<file path="config.mk">
export PLATFORM = sky130hd
export DESIGN_NAME = gcd_sqrt_cell
export DESIGN_NICKNAME = d
export VERILOG_FILES = /design/src/rtl/gcd_pkg.sv /design/src/rtl/gcd_sqrt_cell.sv
export SDC_FILE = /design/constraint.sdc
export NUM_CORES = 1
export LEC_CHECK = 0
export ABC_CLOCK_PERIOD_IN_PS = 4100
export BUFFER_PORTS_ARGS = -buffer_cell sky130_fd_sc_hd__clkbuf_2
export CORE_UTILIZATION = 49
export CTS_BUF_LIST = sky130_fd_sc_hd__clkbuf_16
export DETAILED_ROUTE_END_ITERATION = 10
export PLACE_DENSITY_LB_ADDON = 0.3
export SYNTH_ARGS = -nofsm -noshare
export SYNTH_HDL_FRONTEND = slang
export SYNTH_SLANG_ARGS = --single-unit
</file>
<file path="constraint.sdc">
create_clock -name clock -period 4.1 [get_ports clock]
set_clock_uncertainty 0.2 [all_clocks]
set_input_delay 1.025 -clock clock [delete_from_list [all_inputs] [get_ports clock]]
set_output_delay 1.025 -clock clock [all_outputs]
set_load 0.005 [all_outputs]
</file>
<file path="src/rtl/gcd_pkg.sv">
// Shared types and constants for the great-circle distance pipeline.
// Used by the CORDIC and square-root cells and by the top level.
package gcd_pkg;

   localparam int MaxStages = 32;

   // The low 32 bits of the microdegree-to-binary-angle scale; the high part is 5.
   localparam logic [31:0] ANG_LO = 32'd4145641400;
   localparam logic [31:0] GAIN_Q30 = 32'd652032874;
   // The low 32 bits of the metres scale; the high part is 2.
   localparam logic [31:0] DIST_LO = 32'd1669269680;
   localparam logic [24:0] DIST_MAX = 25'd20037509;
   localparam logic [30:0] ONE_Q30 = 31'h4000_0000;

   typedef struct packed {
      logic signed [33:0] x;
      logic signed [33:0] y;
      logic signed [33:0] z;
   } gcd_vec_type;

   typedef struct packed {
      logic [32:0] rem;
      logic [30:0] root;
      logic [61:0] rad;
   } gcd_root_type;

   function automatic logic signed [33:0] atan_entry(input int idx);
      logic signed [33:0] r;
      case (idx)
         0: r = 34'sh20000000;
         1: r = 34'sh12E4051E;
         2: r = 34'sh09FB385B;
         3: r = 34'sh051111D4;
         4: r = 34'sh028B0D43;
         5: r = 34'sh0145D7E1;
         6: r = 34'sh00A2F61E;
         7: r = 34'sh00517C55;
         8: r = 34'sh0028BE53;
         9: r = 34'sh00145F2E;
         10: r = 34'sh000A2F98;
         11: r = 34'sh000517CC;
         12: r = 34'sh00028BE6;
         13: r = 34'sh000145F3;
         14: r = 34'sh0000A2F9;
         15: r = 34'sh0000517C;
         16: r = 34'sh000028BE;
         17: r = 34'sh0000145F;
         18: r = 34'sh00000A2F;
         19: r = 34'sh00000517;
         20: r = 34'sh0000028B;
         21: r = 34'sh00000145;
         22: r = 34'sh000000A2;
         23: r = 34'sh00000051;
         24: r = 34'sh00000028;
         25: r = 34'sh00000014;
         26: r = 34'sh0000000A;
         27: r = 34'sh00000005;
         28: r = 34'sh00000002;
         29: r = 34'sh00000001;
         default: r = 34'sh0;
      endcase
      return r;
   endfunction

endpackage

</file>
<file path="src/rtl/gcd_sqrt_cell.sv">
// One digit of a restoring integer square root, registered.
// Depends on gcd_pkg for the root lane type.
module gcd_sqrt_cell (
   input  logic                  clock,
   input  logic                  en,
   input  gcd_pkg::gcd_root_type vin,
   output gcd_pkg::gcd_root_type vout
);

   gcd_pkg::gcd_root_type rt_ff, rt_in;
   logic [34:0] r2;
   logic [34:0] trial;

   always_comb begin
      r2 = {vin.rem, vin.rad[61:60]};
      trial = {2'b00, vin.root, 2'b01};
      rt_in.rad = {vin.rad[59:0], 2'b00};
      if (r2 >= trial) begin
         rt_in.rem = 33'(r2 - trial);
         rt_in.root = {vin.root[29:0], 1'b1};
      end else begin
         rt_in.rem = r2[32:0];
         rt_in.root = {vin.root[29:0], 1'b0};
      end
   end

   always_ff @(posedge clock) begin
      if (en) begin
         rt_ff <= rt_in;
      end
   end

   assign vout = rt_ff;

endmodule

</file>
Yosys cells after proc, flatten, opt, wreduce, memory -nomap -nowiden
Cells that the tools add are included.
Cells by class
  $add $sub $neg: 1
  magnitude comparators: 1
  multiplexer cells: 1
Operators with widths (number)
  $mux 64: 1
  $ge 35x33->1: 1
  $sub 33x33->33: 1
Storage, ports and cells
  register bits after elaboration: 124
  output and inout port bits: 126
  word-level logic and storage cells: 6

Logic depth before layout (Yosys ltp)
  depth in word-level cells: 2
  depth in mapped cells: 14
  depth with buffers taken out: 10

Worst setup path before layout
OpenSTA, ideal clock, no wires.
  path type: in2reg
  start point: in vin[92] in the netlist's numbering
  end point: reg rt_ff, in the netlist vout[102] (data pin)
  arrival: 3.190 ns
  required time: 3.640 ns
  setup slack: 0.450 ns
  cell stages on the path: 12
  path through: inv_1 ha_1 nor3b_2 nand4_1 or4_1 o21a_1 buf_6 o21a_4 buf_12 inv_12 buf_12 mux2_4
RTL lines
  start: declaration: line gcd_sqrt_cell.sv:6  | input gcd_pkg::gcd_root_type vin,
  end signal: assignment: line gcd_sqrt_cell.sv:29  | rt_ff <= rt_in;
  end: declaration: line gcd_sqrt_cell.sv:10  | gcd_pkg::gcd_root_type rt_ff, rt_in;

==> results.ini <==
[finish]
fill_cells = 982
diodes = 0
fin_area_mm2 = 0.00849
syn_to_final_growth_pct = 30.7
largest_reg_flops = 124
drive_gt1_share_pct = 41.3
multiInputGateArea_mm2 = 0.00244
utilization_pct = 66.4
ff_latch_area_mm2 = 0.00372
nNetsFinal = 937

[setup_path]
critPathRequiredTime_ps = 4070
crit_path_start_kind = primary input
cpPeakStageDelay_ps = 430
endpoint_kind = flop
slowest_stage = ha_1
cp_cell_sequence = clkbuf_2 -> inv_1 -> ha_1 -> nand4_2 -> nor2_1 -> nand3_1 -> o2111ai_2 -> a41oi_4 -> o21a_4 -> inv_12 -> mux2_2
crit_arrival_ps = 3570
path_class = primary input to flop
critPathMaxFanout = 26

[floorplanning]
row_count = 41
start_util_pct = 50.8
core_mm2 = 0.0128
dieWidth_um = 117
dieHeight_um = 117
io_pins = 254
dieArea_mm2 = 0.0137

[global_route]
overflow = 0
groute.usage.overall_pct = 25.4
first_global_vias = 5107
grt_pass1_wl_mm = 25.6
grt_max_degree = 64
antenna_found_initial = 0

[drt]
vias = 5145
drcViolationCount = 0
wl_per_cell_um = 17.7
dr.pass1.iters = 5
drt_iter0_markers = 291
ant_nets = 0
drt_wl_total_mm = 17.0
viasPerCell = 5.35

[power]
p_seq_share_pct = 42.0
intPower_mw = 2.79
switching_share_pct = 26.4
power.clock.fraction_pct = 39.3
powerDensity_mw_per_mm2 = 447
ir_drop_mv = 0.203
finalPower_mw = 3.79
p_leak_nw = 3.80
combPwrFrac_pct = 18.8
p_sw_mw = 0.999

[clocking]
cts_max_path_buffers = 2
cts_tree = built
ctsHtreeMaxLevel = 4
postCtsResizedCells = 0
clock-root-buffer = clkbuf_16
cts_sinks = 124
clk_pin_slew_ps = 60
post-cts-setup-buffers = 0
hold_buffers = 0
cts_made_buffers = 17

[placed_design]
io_buffers = 251
place_hpwl_mm = 13.1
globalplace.congestion = 0.879
placed_area_mm2 = 0.00790

[logic_synthesis]
syn-cell-area_mm2 = 0.00649
synth-edff-count = 124
synth_cell_types = 60
synth_top_area_share_pct = 57.4
yosysWarnings = 0
ys_ff_latch = 124
synth_top_cell_by_area = edfxtp_1
yosysSeqAreaShare_pct = 57.4
syn_area_per_cell_um2 = 12.7
synth_common_cells = 124 x edfxtp_1, 50 x inv_1, 37 x a21oi_1
synth.most_common_cell = edfxtp_1
synth_area_leaders = edfxtp_1 57%, ha_1 6.4%, mux2_4 4.2%, xnor2_1 3.0%, inv_1 2.9%
ys.flop_type = edfxtp_1
synth_cells = 513
async_flop_share_pct = 0

[sta]
grt_setup_unrepaired = no
final_max_slew_viol_count = 0
setup_tns_ps = 0
hold_viol = 0
timing.final.crit_share_pct = 87.7
fmax_mhz = 278
min_period_ps = 3600
setup_violations = 0
slew-limit-headroom_pct = 55.6
tightest_slew_ps = 650

[job]
max_cap_viol_count = 0

[worst_hold_path]
worstHoldPathType = primary input to flop

[outcome]
status = finished, final reports clean

power groups by stage:
stage | clock network [mW] | logic [mW] | registers (mW)
after CTS | 1.52 | 0.714 | 1.59
after global placement | 0 | 0.695 | 1.61
after detailed placement | 0 | 0.707 | 1.62
after global routing | 1.57 | 0.785 | 1.60
after floorplan | 0 | 0.387 | 1.63
final | 1.49 | 0.711 | 1.59
cell type report:
cell class | instances | area share, %
Tap cell | 172 | 2.54
Timing Repair Buffer | 257 | 15.5
Clock inverter | 15 | 1.93
Sequential cell | 124 | 43.9
Inverter | 51 | 2.40
Multi-Input combinational cell | 325 | 28.7
Clock buffer | 17 | 5.01
metrics by stage:
| step | hold WS (ps) | setup slack, ps | cells |
|---|---|---|---|
| after floorplan | 924 | 450 | 514 |
| after global routing | 562 | 360 | 961 |
| final | 578 | 503 | 961 |
| after detailed placement | 1000 | 59.5 | 929 |
| after global placement | 1000 | 155 | 929 |
| after CTS | 562 | 517 | 961 |
layout by cell type (no fill, tap or decap), drive strengths merged, types with 22 or more instances in the layout:
cell / instances
a21oi: 41
o21ai: 23
mux2: 24
ha: 33
nor2: 27
nand2: 30
xnor2: 22
edfxtp: 124
inv: 55
clkbuf: 267
critical path: cells and delay by family:
kind	cells	cell delay [ps]
AOI/OAI and AO/OA	3	850
adders and majority gates	1	430
muxes	1	370
buffers and inverters	3	310
and+or+nand+nor	3	550
worst paths after layout:
| path | from | endpoint | cells after the start |
|---|---|---|---|
| max | vin[74] | vout[101]$_DFFE_PP_ | 11 |
| min | vin[15] | vout[17]$_DFFE_PP_ | 1 |
kinds of logic (layout without fill, tap and decap cells):
logic type      after synthesis  count (layout)  share of synthesized area (%)
flops                       124             124                           57.4
simple gates                111             111                           8.37
mux                          28              28                           5.82
xor+xnor                     24              24                           3.24
compound gates              127             127                           13.6
fa+ha+maj                    33              33                           6.36
buf+inv                      65             340                           5.15
other cells                   1               2                         0.0578
layer usage:
metal  up-vias  part of all wire (%)  GRT usage [%]
li1       2460                     -              -
met1      2414                    39           29.2
met2       236                    50           43.2
met3        35                   8.3           7.11
met4         0                   2.9           13.1
met5         -                     0              0
(Power assumes the default switching activity.)
