$ cat config.mk
export PLATFORM = sky130hd
export DESIGN_NAME = gcd_cordic_cell
export DESIGN_NICKNAME = d
export VERILOG_FILES = /design/src/rtl/gcd_pkg.sv /design/src/rtl/gcd_cordic_cell.sv
export SDC_FILE = /design/constraint.sdc
export NUM_CORES = 1
export LEC_CHECK = 0
export ABC_CLOCK_PERIOD_IN_PS = 3950
export CORE_MARGIN = 2
export CORE_UTILIZATION = 55
export CTS_CLUSTER_DIAMETER = 60
export DETAILED_ROUTE_END_ITERATION = 10
export DONT_BUFFER_PORTS = 1
export HOLD_SLACK_MARGIN = 0.05
export PLACE_DENSITY = 0.74
export REMOVE_ABC_BUFFERS = 1
export SETUP_SLACK_MARGIN = 0.15
export SLEW_MARGIN = 40
export SYNTH_ARGS = -nofsm -noshare
export SYNTH_HDL_FRONTEND = slang
export SYNTH_SLANG_ARGS = --single-unit
$ cat constraint.sdc
create_clock -name clock -period 3.95 [get_ports clock]
set_input_delay 0.5925 -clock clock [delete_from_list [all_inputs] [get_ports clock]]
set_output_delay 0.5925 -clock clock [all_outputs]
set_load 0.005 [all_outputs]
$ cat src/rtl/gcd_pkg.sv
// Shared types and constants for the great-circle distance pipeline.
// Used by the CORDIC and square-root cells and by the top level.
package gcd_pkg;

   localparam int MaxStages = 32;

   // The low 32 bits of the microdegree-to-binary-angle scale; the high part is 5.
   localparam logic [31:0] ANG_LO = 32'd4145641400;
   localparam logic [31:0] GAIN_Q30 = 32'd652032874;
   // The low 32 bits of the metres scale; the high part is 2.
   localparam logic [31:0] DIST_LO = 32'd1669269680;
   localparam logic [24:0] DIST_MAX = 25'd20037509;
   localparam logic [30:0] ONE_Q30 = 31'h4000_0000;

   typedef struct packed {
      logic signed [33:0] x;
      logic signed [33:0] y;
      logic signed [33:0] z;
   } gcd_vec_type;

   typedef struct packed {
      logic [32:0] rem;
      logic [30:0] root;
      logic [61:0] rad;
   } gcd_root_type;

   function automatic logic signed [33:0] atan_entry(input int idx);
      logic signed [33:0] r;
      case (idx)
         0: r = 34'sh20000000;
         1: r = 34'sh12E4051E;
         2: r = 34'sh09FB385B;
         3: r = 34'sh051111D4;
         4: r = 34'sh028B0D43;
         5: r = 34'sh0145D7E1;
         6: r = 34'sh00A2F61E;
         7: r = 34'sh00517C55;
         8: r = 34'sh0028BE53;
         9: r = 34'sh00145F2E;
         10: r = 34'sh000A2F98;
         11: r = 34'sh000517CC;
         12: r = 34'sh00028BE6;
         13: r = 34'sh000145F3;
         14: r = 34'sh0000A2F9;
         15: r = 34'sh0000517C;
         16: r = 34'sh000028BE;
         17: r = 34'sh0000145F;
         18: r = 34'sh00000A2F;
         19: r = 34'sh00000517;
         20: r = 34'sh0000028B;
         21: r = 34'sh00000145;
         22: r = 34'sh000000A2;
         23: r = 34'sh00000051;
         24: r = 34'sh00000028;
         25: r = 34'sh00000014;
         26: r = 34'sh0000000A;
         27: r = 34'sh00000005;
         28: r = 34'sh00000002;
         29: r = 34'sh00000001;
         default: r = 34'sh0;
      endcase
      return r;
   endfunction

endpackage

$ cat src/rtl/gcd_cordic_cell.sv
// One CORDIC micro-rotation, rotation or vectoring mode, registered.
// Depends on gcd_pkg for the lane type and the arctangent constants.
module gcd_cordic_cell #(
   parameter int STAGE  = 0,
   parameter bit VECTOR = 1'b0
) (
   input  logic                 clock,
   input  logic                 en,
   input  gcd_pkg::gcd_vec_type vin,
   output gcd_pkg::gcd_vec_type vout
);

   localparam logic signed [33:0] Atan = gcd_pkg::atan_entry(STAGE);

   gcd_pkg::gcd_vec_type vec_ff, vec_in;
   logic signed [33:0] dx, dy;
   logic               dpos;

   always_comb begin
      dx = vin.y >>> STAGE;
      dy = vin.x >>> STAGE;
      dpos = VECTOR ? !(vin.y > 34'sd0) : (vin.z >= 34'sd0);
      if (dpos) begin
         vec_in.x = vin.x - dx;
         vec_in.y = vin.y + dy;
         vec_in.z = vin.z - Atan;
      end else begin
         vec_in.x = vin.x + dx;
         vec_in.y = vin.y - dy;
         vec_in.z = vin.z + Atan;
      end
   end

   always_ff @(posedge clock) begin
      if (en) begin
         vec_ff <= vec_in;
      end
   end

   assign vout = vec_ff;

endmodule

Word-level counts from Yosys, hierarchy flattened --
Index checks and enable logic that the tools add are counted.
Cells by class: add/sub/neg operators 5, $lt $le $gt $ge 1, mux-type cells 1
Operators by type and width (number):
- $mux 102 | 1
- $sub 34x34->34 | 2
- $add 34x31->34 const B | 1
- $add 34x34->34 | 1
- $ge 34x1->1 const B | 1
- $sub 34x31->34 const B | 1
Word-level totals: input bits 104, word-level logic and storage cells 10, flip-flop bits (word level) 102, output and inout port bits 102

Longest topological paths before layout --
word-level depth 2, depth in mapped cells 13

Worst setup path before layout --
Ideal clock, no wire load.
path type input to register, start point input port vin[35] (netlist name), end point register vec_ff, in the netlist vout[99] (data pin), path slack 1.024 ns, arrival time 2.657 ns, stages 11, required time 3.681 ns, cell sequence inv_1 -> ha_1 -> nor2b_1 -> o2111a_1 -> o311ai_2 -> and2_2 -> o21ai_2 -> a31o_4 -> a2111oi_4 -> a21oi_2 -> xor2_1
RTL lines:
- start: declaration | line gcd_cordic_cell.sv:9 | input gcd_pkg::gcd_vec_type vin,
- end signal: assignment | line gcd_cordic_cell.sv:36 | vec_ff <= vec_in;
- end: declaration | line gcd_cordic_cell.sv:15 | gcd_pkg::gcd_vec_type vec_ff, vec_in;

==> run summary <==
Status -> completed
Leading cell types by total area after synthesis -> sky130_fd_sc_hd__edfxtp_1 (33%), sky130_fd_sc_hd__ha_1 (14%), sky130_fd_sc_hd__a21oi_1 (7.0%), sky130_fd_sc_hd__xnor2_1 (5.5%), sky130_fd_sc_hd__inv_1 (4.0%)
Crit Path Class -> in -> reg
Number of gates resized after CTS -> 0
Leakage power total -> 3.92 nW
Worst slack at placement -> 0.474 ns
Detailed router's first-iteration violation count -> 865
Synth cell count leaders -> sky130_fd_sc_hd__a21oi_1 (127), sky130_fd_sc_hd__ha_1 (104), sky130_fd_sc_hd__edfxtp_1 (101)
Post-route cell area -> 9620 um2
Floorplan core area -> 16300 um2
CP Data Arrival Time -> 3.31 ns
Worst setup margin -> 0.769 ns
EDFF count, synth -> 101
Number of placement rows -> 47
Maximum Capacitance Violations -> 0
Pin count of the biggest net entering global routing -> 102
Die Footprint -> 17600 um2
Count of H-tree levels built during CTS -> 3
Setup repair after global routing missed its margin -> no
Number of vias per cell after detailed routing -> 6.31
Filler cell count in the final layout -> 1479
Final setup vio count -> 0
Fraction of registers with async set/reset -> 0
Minimum clock period after layout -> 3.18 ns
# clock sinks -> 101
Mean instance size in the synthesized netlist -> 8.92 um2
Via total after detailed routing -> 7750
Final Hold Viols -> 0
Quantity of hold-fixing buffers added after cts -> 0
Initial antenna violation count -> 0
Average wire per standard cell -> 20.8 um
Kind of end point of the critical path -> register
Warning count from the yosys run -> 0
Yosys reg bits -> 101
Die width -> 133 um
Port Buffers -> 0
Most instantiated flip-flop cell in the synthesis netlist -> sky130_fd_sc_hd__edfxtp_1
Drt first pass iters -> 5
Max FFs per register -> 101
Total I/O pin count -> 206
Cell area after placement -> 9300 um2
Clk root buf -> sky130_fd_sc_hd__clkbuf_16
Footprint of the flip-flops and latches -> 3030 um2
Top cell type by total area after synthesis -> sky130_fd_sc_hd__edfxtp_1
Fraction of synthesized cell area taken by the top area cell type -> 0.334
Post-synthesis instance total -> 1019
Total clock buffers created by CTS -> 9
Area overhead of the layout relative to synthesis -> 5.75%
Number of slew-limit violations in the final report -> 0
Unique masters post-synth -> 74
Number of diodes -> 0
Clock transition at path regs -> 0.09 ns
Power per Cell Area -> 357 nW/um2
Critical path launch point type -> input pin
Vias in the first global route -> 7201
Number of cells on the worst hold path -> 0
Number of placed cells counting well taps -> 1212
Post-synthesis cell area -> 9090 um2
Antenna Nets Post-Route -> 0
Sum Neg Setup Slack -> 0 ns
Fmax -> 314 MHz
Post-CTS setup repair buffer count -> 0
Crit path required time -> 4.08 ns
Total congestion overflow -> 0
First-pass GRT wire length -> 39000 um
Final Wtd Congestion -> 0.947
Max-slew headroom -> 0.465
CTS tree -> done
HPWL after DPL -> 19700 um
Worst IR drop on VDD -> 0.000241 V
Area taken by multi-input logic gates -> 5490 um2
Non-filler cells in the finished layout -> 1228
Overall fraction of global-route tracks in use -> 0.282
Post-Route Utilization -> 0.588
Hold WC Path Type -> in -> reg
Share of synthesized area occupied by flip-flops and latches -> 0.334
Starting Density -> 0.556
Maximum clock path buffer count -> 2
Remaining routing DRC violations -> 0
Share of cells above drive strength 1 -> 0.0625
Part of the cycle the worst path needs -> 0.805
Tightest Pin Transition -> 0.795 ns
Overall die height -> 133 um
Most instantiated library cell after synthesis -> sky130_fd_sc_hd__a21oi_1
Top fanout value on the critical path -> 14
Layout Nets -> 1215
Total detailed-routing wirelength -> 25500 um
-- worst max-delay path: stages --
cell and delay (ns):
sky130_fd_sc_hd__inv_1 0.02, sky130_fd_sc_hd__ha_1 0.55, sky130_fd_sc_hd__inv_1 0.25, sky130_fd_sc_hd__nor4_2 0.49, sky130_fd_sc_hd__o21ai_0 0.15, sky130_fd_sc_hd__a21oi_1 0.27
sky130_fd_sc_hd__o41ai_1 0.19, sky130_fd_sc_hd__o31a_1 0.30, sky130_fd_sc_hd__o211ai_1 0.19, sky130_fd_sc_hd__o211ai_1 0.15, sky130_fd_sc_hd__xnor2_1 0.15
-- cells by family after synthesis --
logic type | count (synthesis) | share of synthesized area
compound gates | 334 | 0.239
simple gates | 257 | 0.140
fa+ha+maj | 108 | 0.152
mux | 6 | 0.00661
flops | 101 | 0.334
buf+inv | 145 | 0.0640
xor+xnor | 68 | 0.0655
-- report_power, final --
group	internal (mW)	switching, mW
clock	0.460	0.487
combinational	0.386	0.627
sequential	1.39	0.0833
total	2.23	1.20
-- worst paths after layout --
kind              startpoint  slack, ns        to
setup / recovery     vin[48]       0.77  vout[60]
hold / removal       vin[12]       0.31  vout[12]
-- routing by layer --
| metal | vias to the layer above | wire [um] | GRT usage |
|---|---|---|---|
| li1 | 3637 | - | - |
| met1 | 3664 | 10700 | 0.374 |
| met2 | 394 | 12000 | 0.464 |
| met3 | 55 | 2170 | 0.0533 |
| met4 | 0 | 683 | 0.0992 |
| met5 | - | 0 | 0 |
-- cell type report --
| class | count | area share |
|---|---|---|
| clock buffers | 9 | 0.0234 |
| well taps | 220 | 0.0286 |
| clock inverters | 7 | 0.00924 |
| multi-input cells | 773 | 0.570 |
| repair buffers | 14 | 0.0122 |
| inverters | 104 | 0.0406 |
| flip-flops and latches | 101 | 0.315 |
-- per-stage QoR --
stage / power (mW) / hold WS (ns)
finish: 3.43 / 0.311
CTS: 3.42 / 0.310
global placement: 2.48 / 0.691
floorplan: 2.20 / 0.691
global route: 3.59 / 0.304
detailed placement: 2.48 / 0.691
-- cells in the final DEF (no fill, tap or decap), drive strengths merged, types with 5 or more instances in the layout --
master / instances
a21oi: 131
inv: 106
ha: 104
edfxtp: 101
nor2: 77
o21ai: 62
xnor2: 57
nand2: 53
nor3: 25
a21o: 21
o21bai: 19
a211oi: 19
nor2b: 15
nand2b: 15
buf: 14
nand3: 13
nor4: 13
o21a: 12
nand4: 11
xor2: 11
o211ai: 11
clkbuf: 9
or2: 9
a31oi: 8
o31ai: 8
or3: 8
o31a: 7
and2: 7
mux2i: 6
clkinv: 5
(Power assumes the default switching activity.)
